<file path="config.mk">
export PLATFORM = sky130hd
export DESIGN_NAME = frame_ring_buffer_core
export DESIGN_NICKNAME = d
export VERILOG_FILES = /design/src/hw/rtl/frb_pkg.sv /design/src/hw/rtl/frb_ctrl.sv /design/src/hw/rtl/frb_datapath.sv /design/src/hw/rtl/frame_ring_buffer_core.sv
export SDC_FILE = /design/constraint.sdc
export NUM_CORES = 2
export LEC_CHECK = 0
export ABC_AREA = 1
export BUFFER_PORTS_ARGS = -buffer_cell sky130_fd_sc_hd__buf_4
export CAP_MARGIN = 10
export CORE_MARGIN = 3
export CORE_UTILIZATION = 57
export DETAILED_ROUTE_END_ITERATION = 8
export PLACE_DENSITY_LB_ADDON = 0.15
export SLEW_MARGIN = 15
export SYNTH_ARGS = -nofsm -noshare
export SYNTH_HDL_FRONTEND = slang
export SYNTH_HIERARCHICAL = 1
export SYNTH_SLANG_ARGS = --single-unit
</file>
<file path="constraint.sdc">
create_clock -name clk -period 5.9 [get_ports clk]
set_input_delay 0.295 -clock clk [delete_from_list [all_inputs] [get_ports clk]]
set_output_delay 0.295 -clock clk [all_outputs]
set_load 0.02 [all_outputs]
</file>
<file path="src/hw/rtl/frb_pkg.sv">
`default_nettype none
package frb_pkg;

	localparam int SLOT_COUNT = 8;
	localparam int SLOT_BYTES = 64;

	localparam int SLOT_IDX_W = (SLOT_COUNT > 1) ? $clog2(SLOT_COUNT) : 1;
	localparam int LEN_W      = $clog2(SLOT_BYTES);
	localparam int ADDR_W     = $clog2(SLOT_COUNT * SLOT_BYTES);
	localparam int BYTE_W     = 8;
	localparam int STATUS_W   = 3;
	localparam int FLEN_W     = 6;

	localparam logic [LEN_W-1:0]      MAX_LEN  = LEN_W'(SLOT_BYTES - 1);
	localparam logic [SLOT_IDX_W-1:0] LAST_IDX = SLOT_IDX_W'(SLOT_COUNT - 1);

	// transaction kinds
	localparam logic KIND_PUSH = 1'b0;
	localparam logic KIND_POP  = 1'b1;

	// result status codes
	localparam logic [STATUS_W-1:0] ST_PUSH_STORED  = 3'd0;
	localparam logic [STATUS_W-1:0] ST_PUSH_DROPPED = 3'd1;
	localparam logic [STATUS_W-1:0] ST_POP_BYTE     = 3'd2;
	localparam logic [STATUS_W-1:0] ST_POP_EMPTY    = 3'd3;
	localparam logic [STATUS_W-1:0] ST_PUSH_TRUNC   = 3'd4;

	typedef enum logic {
		CTRL_IDLE,
		CTRL_STREAM
	} ctrl_state_t;

	// controller -> datapath
	typedef struct packed {
		logic push;       // accept a push byte
		logic pop_empty;  // pop on an empty queue
		logic pop_zero;   // pop of a zero-length frame
		logic pop_begin;  // latch oldest frame, start streaming
		logic pop_step;   // read one stored byte
	} frb_cmd_t;

	// datapath -> controller
	typedef struct packed {
		logic empty;
		logic zero_len;
		logic last_byte;
	} frb_stat_t;

endpackage
`default_nettype wire

</file>
<file path="src/hw/rtl/frb_ctrl.sv">
`default_nettype none
module frb_ctrl (
	input  wire logic              clk,
	input  wire logic              arst_n,
	input  wire logic              start,
	input  wire logic              kind,
	input  wire frb_pkg::frb_stat_t stat,
	output frb_pkg::frb_cmd_t      cmd,
	output logic                   busy
);

	frb_pkg::ctrl_state_t state_q, state_d;
	logic accept;

	assign accept = start && (state_q == frb_pkg::CTRL_IDLE);

	always_ff @(posedge clk or negedge arst_n) begin
		if (!arst_n) begin
			state_q <= frb_pkg::CTRL_IDLE;
		end else begin
			state_q <= state_d;
		end
	end

	always_comb begin
		state_d = state_q;
		case (state_q)
			frb_pkg::CTRL_IDLE: begin
				if (accept && kind == frb_pkg::KIND_POP && !stat.empty && !stat.zero_len)
					state_d = frb_pkg::CTRL_STREAM;
			end
			frb_pkg::CTRL_STREAM: begin
				if (stat.last_byte)
					state_d = frb_pkg::CTRL_IDLE;
			end
			default: state_d = frb_pkg::CTRL_IDLE;
		endcase
	end

	always_comb begin
		cmd  = '0;
		busy = 1'b0;
		case (state_q)
			frb_pkg::CTRL_IDLE: begin
				if (accept) begin
					if (kind == frb_pkg::KIND_PUSH) begin
						cmd.push = 1'b1;
					end else if (stat.empty) begin
						cmd.pop_empty = 1'b1;
					end else if (stat.zero_len) begin
						cmd.pop_zero = 1'b1;
					end else begin
						cmd.pop_begin = 1'b1;
					end
				end
			end
			frb_pkg::CTRL_STREAM: begin
				busy         = 1'b1;
				cmd.pop_step = 1'b1;
			end
			default: busy = 1'b0;
		endcase
	end

endmodule
`default_nettype wire

</file>
<file path="src/hw/rtl/frb_datapath.sv">
`default_nettype none
module frb_datapath (
	input  wire logic                            clk,
	input  wire logic                            arst_n,
	input  wire frb_pkg::frb_cmd_t               cmd,
	input  wire logic [frb_pkg::BYTE_W-1:0]      data_byte,
	input  wire logic                            frame_end,
	output frb_pkg::frb_stat_t                   stat,
	output logic                                 strobe,
	output logic [frb_pkg::BYTE_W-1:0]           out_byte,
	output logic                                 out_last,
	output logic [frb_pkg::STATUS_W-1:0]         status,
	output logic [frb_pkg::FLEN_W-1:0]           frame_length
);

	localparam int IW = frb_pkg::SLOT_IDX_W;
	localparam int LW = frb_pkg::LEN_W;
	localparam int AW = frb_pkg::ADDR_W;

	// frame storage, contents undefined until written
	logic [frb_pkg::BYTE_W-1:0] mem [frb_pkg::SLOT_COUNT * frb_pkg::SLOT_BYTES];
	logic [frb_pkg::BYTE_W-1:0] rd_q;

	logic [LW-1:0] slot_len_q [frb_pkg::SLOT_COUNT];

	// pointers: slot index plus wrap bit
	logic [IW-1:0] widx_q, ridx_q;
	logic          wwrap_q, rwrap_q;
	logic          open_q, drop_q;
	logic [LW-1:0] wlen_q;       // bytes staged so far
	logic [LW-1:0] plen_q;       // length of frame being popped
	logic [LW-1:0] cnt_q;        // stream offset

	// result registers
	logic                          strobe_q, byte_sel_q, last_q;
	logic [frb_pkg::STATUS_W-1:0]  status_q;
	logic [LW-1:0]                 length_q;

	logic          full, opening, drop_now, room;
	logic [LW-1:0] cur_len, new_len, rd_len;
	logic          mem_we, free_slot;
	logic [AW-1:0] waddr, raddr;

	assign full    = (widx_q == ridx_q) && (wwrap_q != rwrap_q);
	assign opening = !open_q && !drop_q;
	assign drop_now = drop_q || (opening && full);
	assign cur_len = opening ? '0 : wlen_q;
	assign room    = cur_len < frb_pkg::MAX_LEN;
	assign new_len = room ? cur_len + LW'(1) : cur_len;
	assign mem_we  = cmd.push && !drop_now && room;
	assign rd_len  = slot_len_q[ridx_q];

	assign waddr = AW'(widx_q) * AW'(frb_pkg::SLOT_BYTES) + AW'(cur_len);
	assign raddr = AW'(ridx_q) * AW'(frb_pkg::SLOT_BYTES) + AW'(cnt_q);

	assign stat.empty     = (widx_q == ridx_q) && (wwrap_q == rwrap_q);
	assign stat.zero_len  = (rd_len == '0);
	assign stat.last_byte = (cnt_q == plen_q - LW'(1));

	assign free_slot = cmd.pop_zero || (cmd.pop_step && stat.last_byte);

	always_ff @(posedge clk) begin
		if (mem_we)
			mem[waddr] <= data_byte;
	end

	always_ff @(posedge clk) begin
		if (cmd.pop_step)
			rd_q <= mem[raddr];
	end

	always_ff @(posedge clk or negedge arst_n) begin
		if (!arst_n) begin
			widx_q   <= '0;
			wwrap_q  <= 1'b0;
			ridx_q   <= '0;
			rwrap_q  <= 1'b0;
			open_q   <= 1'b0;
			drop_q   <= 1'b0;
			wlen_q   <= '0;
			plen_q   <= '0;
			cnt_q    <= '0;
			strobe_q <= 1'b0;
			for (int i = 0; i < frb_pkg::SLOT_COUNT; i++)
				slot_len_q[i] <= '0;
		end else begin
			if (cmd.push) begin
				if (drop_now) begin
					drop_q <= !frame_end;
				end else begin
					wlen_q <= new_len;
					if (frame_end) begin
						open_q             <= 1'b0;
						slot_len_q[widx_q] <= new_len;
						if (widx_q == frb_pkg::LAST_IDX) begin
							widx_q  <= '0;
							wwrap_q <= !wwrap_q;
						end else begin
							widx_q <= widx_q + IW'(1);
						end
					end else begin
						open_q <= 1'b1;
					end
				end
			end
			if (cmd.pop_begin) begin
				plen_q <= rd_len;
				cnt_q  <= '0;
			end
			if (cmd.pop_step)
				cnt_q <= cnt_q + LW'(1);
			if (free_slot) begin
				slot_len_q[ridx_q] <= '0;
				if (ridx_q == frb_pkg::LAST_IDX) begin
					ridx_q  <= '0;
					rwrap_q <= !rwrap_q;
				end else begin
					ridx_q <= ridx_q + IW'(1);
				end
			end
			strobe_q <= cmd.push || cmd.pop_empty || cmd.pop_zero || cmd.pop_step;
		end
	end

	// result payload, no reset needed
	always_ff @(posedge clk) begin
		if (cmd.push) begin
			byte_sel_q <= 1'b0;
			last_q     <= 1'b1;
			if (drop_now) begin
				status_q <= frb_pkg::ST_PUSH_DROPPED;
				length_q <= '0;
			end else begin
				status_q <= room ? frb_pkg::ST_PUSH_STORED : frb_pkg::ST_PUSH_TRUNC;
				length_q <= new_len;
			end
		end else if (cmd.pop_empty) begin
			byte_sel_q <= 1'b0;
			last_q     <= 1'b1;
			status_q   <= frb_pkg::ST_POP_EMPTY;
			length_q   <= '0;
		end else if (cmd.pop_zero) begin
			byte_sel_q <= 1'b0;
			last_q     <= 1'b1;
			status_q   <= frb_pkg::ST_POP_BYTE;
			length_q   <= '0;
		end else if (cmd.pop_step) begin
			byte_sel_q <= 1'b1;
			last_q     <= stat.last_byte;
			status_q   <= frb_pkg::ST_POP_BYTE;
			length_q   <= plen_q;
		end
	end

	assign strobe       = strobe_q;
	assign out_byte     = (strobe_q && byte_sel_q) ? rd_q : '0;
	assign out_last     = last_q;
	assign status       = status_q;
	assign frame_length = frb_pkg::FLEN_W'(length_q);

endmodule
`default_nettype wire

</file>
<file path="src/hw/rtl/frame_ring_buffer_core.sv">
`default_nettype none
// Frame ring buffer: a queue of frames kept in fixed byte slots.
// Command channel: start/busy plus kind, data_byte, frame_end. A transaction
//   is taken on a rising edge with start high and busy low.
//   kind = push: one frame byte; frame_end commits the staged frame.
//   kind = pop: stream the oldest committed frame.
// Result channel: strobe marks one result for exactly one cycle; the
//   receiver cannot stall, so every strobed cycle is consumed.
// Result timing and throughput:
//   push       - one result the cycle after acceptance, one push per cycle.
//   pop empty / zero-length frame - one result the next cycle.
//   pop of N bytes - busy while the byte counter walks the
//     slot through the single read port of the byte memory; the frame
//     length is latched first, then bytes leave the registered read port
//     at one byte per cycle.
// Reset (arst_n low): pointers, slot lengths, staging flags and the strobe
//   clear at once; no clearing pass. Byte storage is left as is, since
//   only bytes already written are ever read back.
// A frame that begins while the queue is full is dropped whole (status 1);
// bytes past SLOT_BYTES-1 are discarded with status 4.
module frame_ring_buffer_core (
	input  wire logic                            clk,
	input  wire logic                            arst_n,
	input  wire logic                            start,
	output logic                                 busy,
	input  wire logic                            kind,
	input  wire logic [frb_pkg::BYTE_W-1:0]      data_byte,
	input  wire logic                            frame_end,
	output logic                                 strobe,
	output logic [frb_pkg::BYTE_W-1:0]           out_byte,
	output logic                                 out_last,
	output logic [frb_pkg::STATUS_W-1:0]         status,
	output logic [frb_pkg::FLEN_W-1:0]           frame_length
);

	frb_pkg::frb_cmd_t  cmd;
	frb_pkg::frb_stat_t stat;

	// sequencer: decodes transactions, runs the pop stream
	frb_ctrl u_ctrl (
		.clk    (clk),
		.arst_n (arst_n),
		.start  (start),
		.kind   (kind),
		.stat   (stat),
		.cmd    (cmd),
		.busy   (busy)
	);

	// pointers, slot lengths, byte memory, result registers
	frb_datapath u_dp (
		.clk          (clk),
		.arst_n       (arst_n),
		.cmd          (cmd),
		.data_byte    (data_byte),
		.frame_end    (frame_end),
		.stat         (stat),
		.strobe       (strobe),
		.out_byte     (out_byte),
		.out_last     (out_last),
		.status       (status),
		.frame_length (frame_length)
	);

	// every streaming cycle yields a result the next cycle
	a_stream_strobe: assert property (@(posedge clk) disable iff (!arst_n)
		busy |=> strobe)
		else $error("stream cycle without result");

	// a push gives exactly one final result right after acceptance
	a_push_result: assert property (@(posedge clk) disable iff (!arst_n)
		(start && !busy && kind == frb_pkg::KIND_PUSH) |=> (strobe && out_last))
		else $error("push without result");

	// data bytes appear only on pop byte results
	a_byte_only_pop: assert property (@(posedge clk) disable iff (!arst_n)
		(out_byte != '0) |-> (strobe && status == frb_pkg::ST_POP_BYTE))
		else $error("stray output byte");

	// empty pop reports no length
	a_empty_len: assert property (@(posedge clk) disable iff (!arst_n)
		(strobe && status == frb_pkg::ST_POP_EMPTY) |-> (frame_length == '0 && out_last))
		else $error("bad empty pop result");

	// a dropped push byte never reports a length
	a_drop_len: assert property (@(posedge clk) disable iff (!arst_n)
		(strobe && status == frb_pkg::ST_PUSH_DROPPED) |-> (frame_length == '0))
		else $error("dropped byte with length");

endmodule
`default_nettype wire
</file>
==> results.md <==
* Max-Cap Viols at 0
* Area grow syn2layout at 9.91%
* CTS H-Tree Depth at 5
* Yosys warning total at 6
* CTS Hold Bufs at 14
* Routed vias at 113k
* Worst path top cell family by delay: simple AND/OR/NAND/NOR gates
* Clock sinks at 4193
* Synth Register Bits at 4193
* Peak VDD IR at 0.000319 V
* Gr ovfl total at 0
* Int Pwr at 47700 uW
* Gate Count Post-Synth at 14.4k
* Worst setup SP type: flop
* Peak Freq at 0.203 GHz
* PwrDens at 318 mW/mm2
* Layout cells sized above 1 at 5.99%
* CTS buffer count at 414
* Gate power share at 1.2%
* Fin area at 0.187 mm2
* Die ar. at 0.305 mm2
* Io pins at 33
* Worst R2R Start: u_dp/cnt_q[0]$_DFFE_PN0P_
* Global-route usage over all layers at 30.5%
* Multi-input logic area at 0.0402 mm2
* # fillers at 22.2k
* CTS Root Cell: clkbuf_16
* Final GP Congestion at 0.916
* RSZ-0062 raised after global routing: false
* DRC errors left at 0
* 1st-pass router iterations at 6
* Hold Vio Cnt, Final at 0
* Critical Path End Type: flop
* Cell variety after synth at 41
* CP peak stage delay at 0.77 ns
* Critical path data required time at 6.72 ns
* CTS tree: done
* Finish-stage setup viols at 0
* Post-Route Setup TNS at 0 ns
* Minimum clock period at 4.93 ns
* Core box area at 0.297 mm2
* Clock power frac at 43.8%
* Reg2reg setup slack at 0.97 ns
* Die width at 552 um
* Via density per instance at 6.18
* Worst Path Buf+Inv at 3
* Register area at 0.126 mm2
* Flop pwr share at 54.9%
* Worst hold path type: primary input to async pin
* # nets final at 14.1k
* Num rows at 200
* CP Max Fanout at 150
* CP arrival at 5.75 ns
* Initial core utilization at 57.3%
* First-pass GRT wire length at 699000 um
* Cell mode on critical path: nand3_1
* Worst Clk Skew at 0.0417 ns
* Maximum buffer depth of the clock tree at 4
* Largest net degree at the start of global routing at 203
* Area after DPL at 0.173 mm2
* Status: finished, final reports clean
* Worst-path clk slew at 0.07 ns
* Critical path class: flop to flop
* Die height at 552 um
* Final ANT Viol Nets at 0
* Syn_area_per_cell at 11.8 um2
* Sw Share at 19.8%
* Post-DP HPWL at 265000 um
* Avg WL per Cell at 25.8 um
* Leak at 0.0644 uW
* Final Max Slew Viols at 0
* Net Sw Power at 11800 uW
* DR iter-0 viols at 15.8k
* Worst-margin pin slew at 1.18 ns
* Clk_lat worst skew at 0.96 ns
* Total length of routed wires at 474000 um
* Sequential fraction of the synthesis area at 73.7%
* Worst reg2reg path depth at 13
* Setup bufs post-CTS at 0
* Tot Pwr at 59500 uW
* Mapped Area at 0.170 mm2
* RR Endpoint: u_dp/rd_q[0]$_DFFE_PP_
* Cells along the critical path: inv_8 > buf_12 > buf_12 > nand2_1 > nand3_1 > nand3_1 > nand3_1 > nand3_1 > nand3_1 > nand3_1 > nand2_1 > nor2_1 > nand2_1
* Worst path slowest cell: dfrtp_4
* Crit share post-route at 83.6%
* Vias in the first global route at 106k
* Syn_nets at 14.5k
* Initial antenna violation count at 29
* Number of I/O port buffers at 32
* Worst slew margin at 21.4%
* PostCTS Resize Cnt at 0
-- worst reg2reg max path, cell delays in order (launching register included) --
cell,delay [ns]
dfrtp_4,0.77
inv_8,0.73
buf_12,0.53
buf_12,0.64
nand2_1,0.23
nand3_1,0.10
nand3_1,0.16
nand3_1,0.22
nand3_1,0.11
nand3_1,0.29
nand3_1,0.39
nand2_1,0.36
nor2_1,0.18
nand2_1,0.09
-- area by class of cell --
| class | count | area share (%) |
|---|---|---|
| tap | 3939 | 2.63 |
| sequential | 4193 | 67.1 |
| timing repair buffer | 223 | 1.41 |
| inverter | 84 | 0.190 |
| multi-input combinational | 9156 | 21.5 |
| clock inverter | 264 | 1.40 |
| clock buffer | 501 | 5.77 |
| antenna | 10 | 0.0134 |
-- synthesized netlist by cell type, drive strengths merged --
cell	n	area, um2
or2	3	18.8
ha	11	138
nand3b	2	15.0
nor4	1	6.26
dfrtp	78	1950
clkbuf	432	1620
clkinv	2	7.51
and3	1	6.26
nand2	4245	16000
edfxtp	4113	124000
nand4	9	56.3
o2111ai	1	8.76
a22oi	6	45.0
o21ai	38	190
buf	565	2730
a31oi	1	6.26
and2	1	6.26
nand3	4068	20400
a221oi	5	43.8
a22o	2	17.5
dfxtp	2	40.0
a2bb2oi	1	8.76
a21oi	46	230
mux2i	1	10.0
inv	82	310
nor3	13	65.1
xor2	15	131
o211ai	1	7.51
nor2	685	2650
-- how the worst max path moves through the flow --
stage                               from                         end  cells past startpoint
6_report       u_dp/cnt_q[0]$_DFFE_PN0P_      u_dp/rd_q[0]$_DFFE_PP_                     13
3_3_place_gp   u_dp/cnt_q[0]$_DFFE_PN0P_      u_dp/rd_q[5]$_DFFE_PP_                     13
2_1_floorplan    u_dp/open_q$_DFFE_PN0N_  u_dp/mem[464][0]$_DFFE_PP_                     13
5_1_grt        u_dp/cnt_q[0]$_DFFE_PN0P_      u_dp/rd_q[7]$_DFFE_PP_                     13
3_5_place_dp   u_dp/cnt_q[0]$_DFFE_PN0P_      u_dp/rd_q[5]$_DFFE_PP_                     13
4_1_cts        u_dp/cnt_q[0]$_DFFE_PN0P_      u_dp/rd_q[5]$_DFFE_PP_                     13
-- flip-flops by register name, indices dropped and copies added, names as in the netlist --
| name | flops |
|---|---|
| u_dp/out_last | 1 |
| u_dp/rd_q | 8 |
| u_dp/cnt_q | 6 |
| u_dp/plen_q | 6 |
| u_dp/ridx_q | 3 |
| u_dp/frame_length | 6 |
| u_dp/slot_len_q | 48 |
| u_dp/mem | 4096 |
| u_dp/rwrap_q | 1 |
| u_dp/drop_q | 1 |
| u_dp/strobe | 1 |
| u_dp/wlen_q | 6 |
| u_dp/byte_sel_q | 1 |
| u_dp/wwrap_q | 1 |
| u_dp/widx_q | 3 |
| u_ctrl/state_q | 1 |
| u_dp/status | 3 |
| u_dp/open_q | 1 |
-- placed cells by master (no fill, tap or decap), types with 8 or more instances in the layout --
cell / instances
nand2_1: 4211
edfxtp_1: 4113
nand3_1: 4059
nor2_1: 673
clkbuf_16: 419
buf_4: 131
clkinv_1: 107
clkbuf_1: 81
clkinv_2: 73
inv_1: 72
dfrtp_1: 72
buf_12: 70
a21oi_1: 46
bufinv_16: 44
o21ai_0: 36
nand2_2: 19
xor2_1: 15
nand2_4: 15
dlygate4sd3_1: 14
inv_6: 11
nor3_1: 11
ha_1: 11
diode_2: 10
clkinvlp_4: 9
nand4_1: 9
buf_8: 8
nand3_2: 8
-- stage by stage --
step	setup slack, ns	std cells	util [%]	hold WS, ns
after global routing	0.922	18400	63.0	0.198
after global placement	1.21	17600	58.4	0.474
final	0.965	18400	63.0	0.158
after floorplan	3.25	14400	-	-0.000591
after detailed placement	1.16	17600	58.4	0.477
after CTS	1.14	18400	63.0	0.114
-- metal layers --
layer / track usage (%) / vias up / wire length (um)
met2: 46.2 / 6618 / 215000
met5: 0 / - / 101
met1: 43.7 / 55300 / 186000
li1: - / 50500 / -
met3: 5.60 / 999 / 50600
met4: 13.0 / 16 / 22000
-- cell families (layout without fill, tap and decap cells) --
| logic type | after synthesis | in the layout | share of synthesized area (%) |
|---|---|---|---|
| flip-flops | 4193 | 4193 | 73.7 |
| XOR/XNOR | 15 | 15 | 0.0772 |
| buffers and inverters | 1081 | 1072 | 2.75 |
| AO/OA/AOI/OAI | 101 | 101 | 0.328 |
| multiplexers | 1 | 1 | 0.00588 |
| AND/OR/NAND/NOR | 9028 | 9028 | 23.0 |
| other | 0 | 10 | 0 |
| adder cells (fa/ha/maj) | 11 | 11 | 0.0809 |
-- power groups by stage --
| stage | clock [uW] | sequential [uW] | combinational [uW] |
|---|---|---|---|
| 2_1_floorplan | 0 | 33300 | 39.8 |
| 3_3_place_gp | 0 | 33300 | 708 |
| 3_5_place_dp | 0 | 33300 | 729 |
| 4_1_cts | 26400 | 32700 | 737 |
| 5_1_grt | 27600 | 32700 | 771 |
| 6_report | 26100 | 32700 | 736 |
No activity file was read; power rests on OpenSTA's default activity.
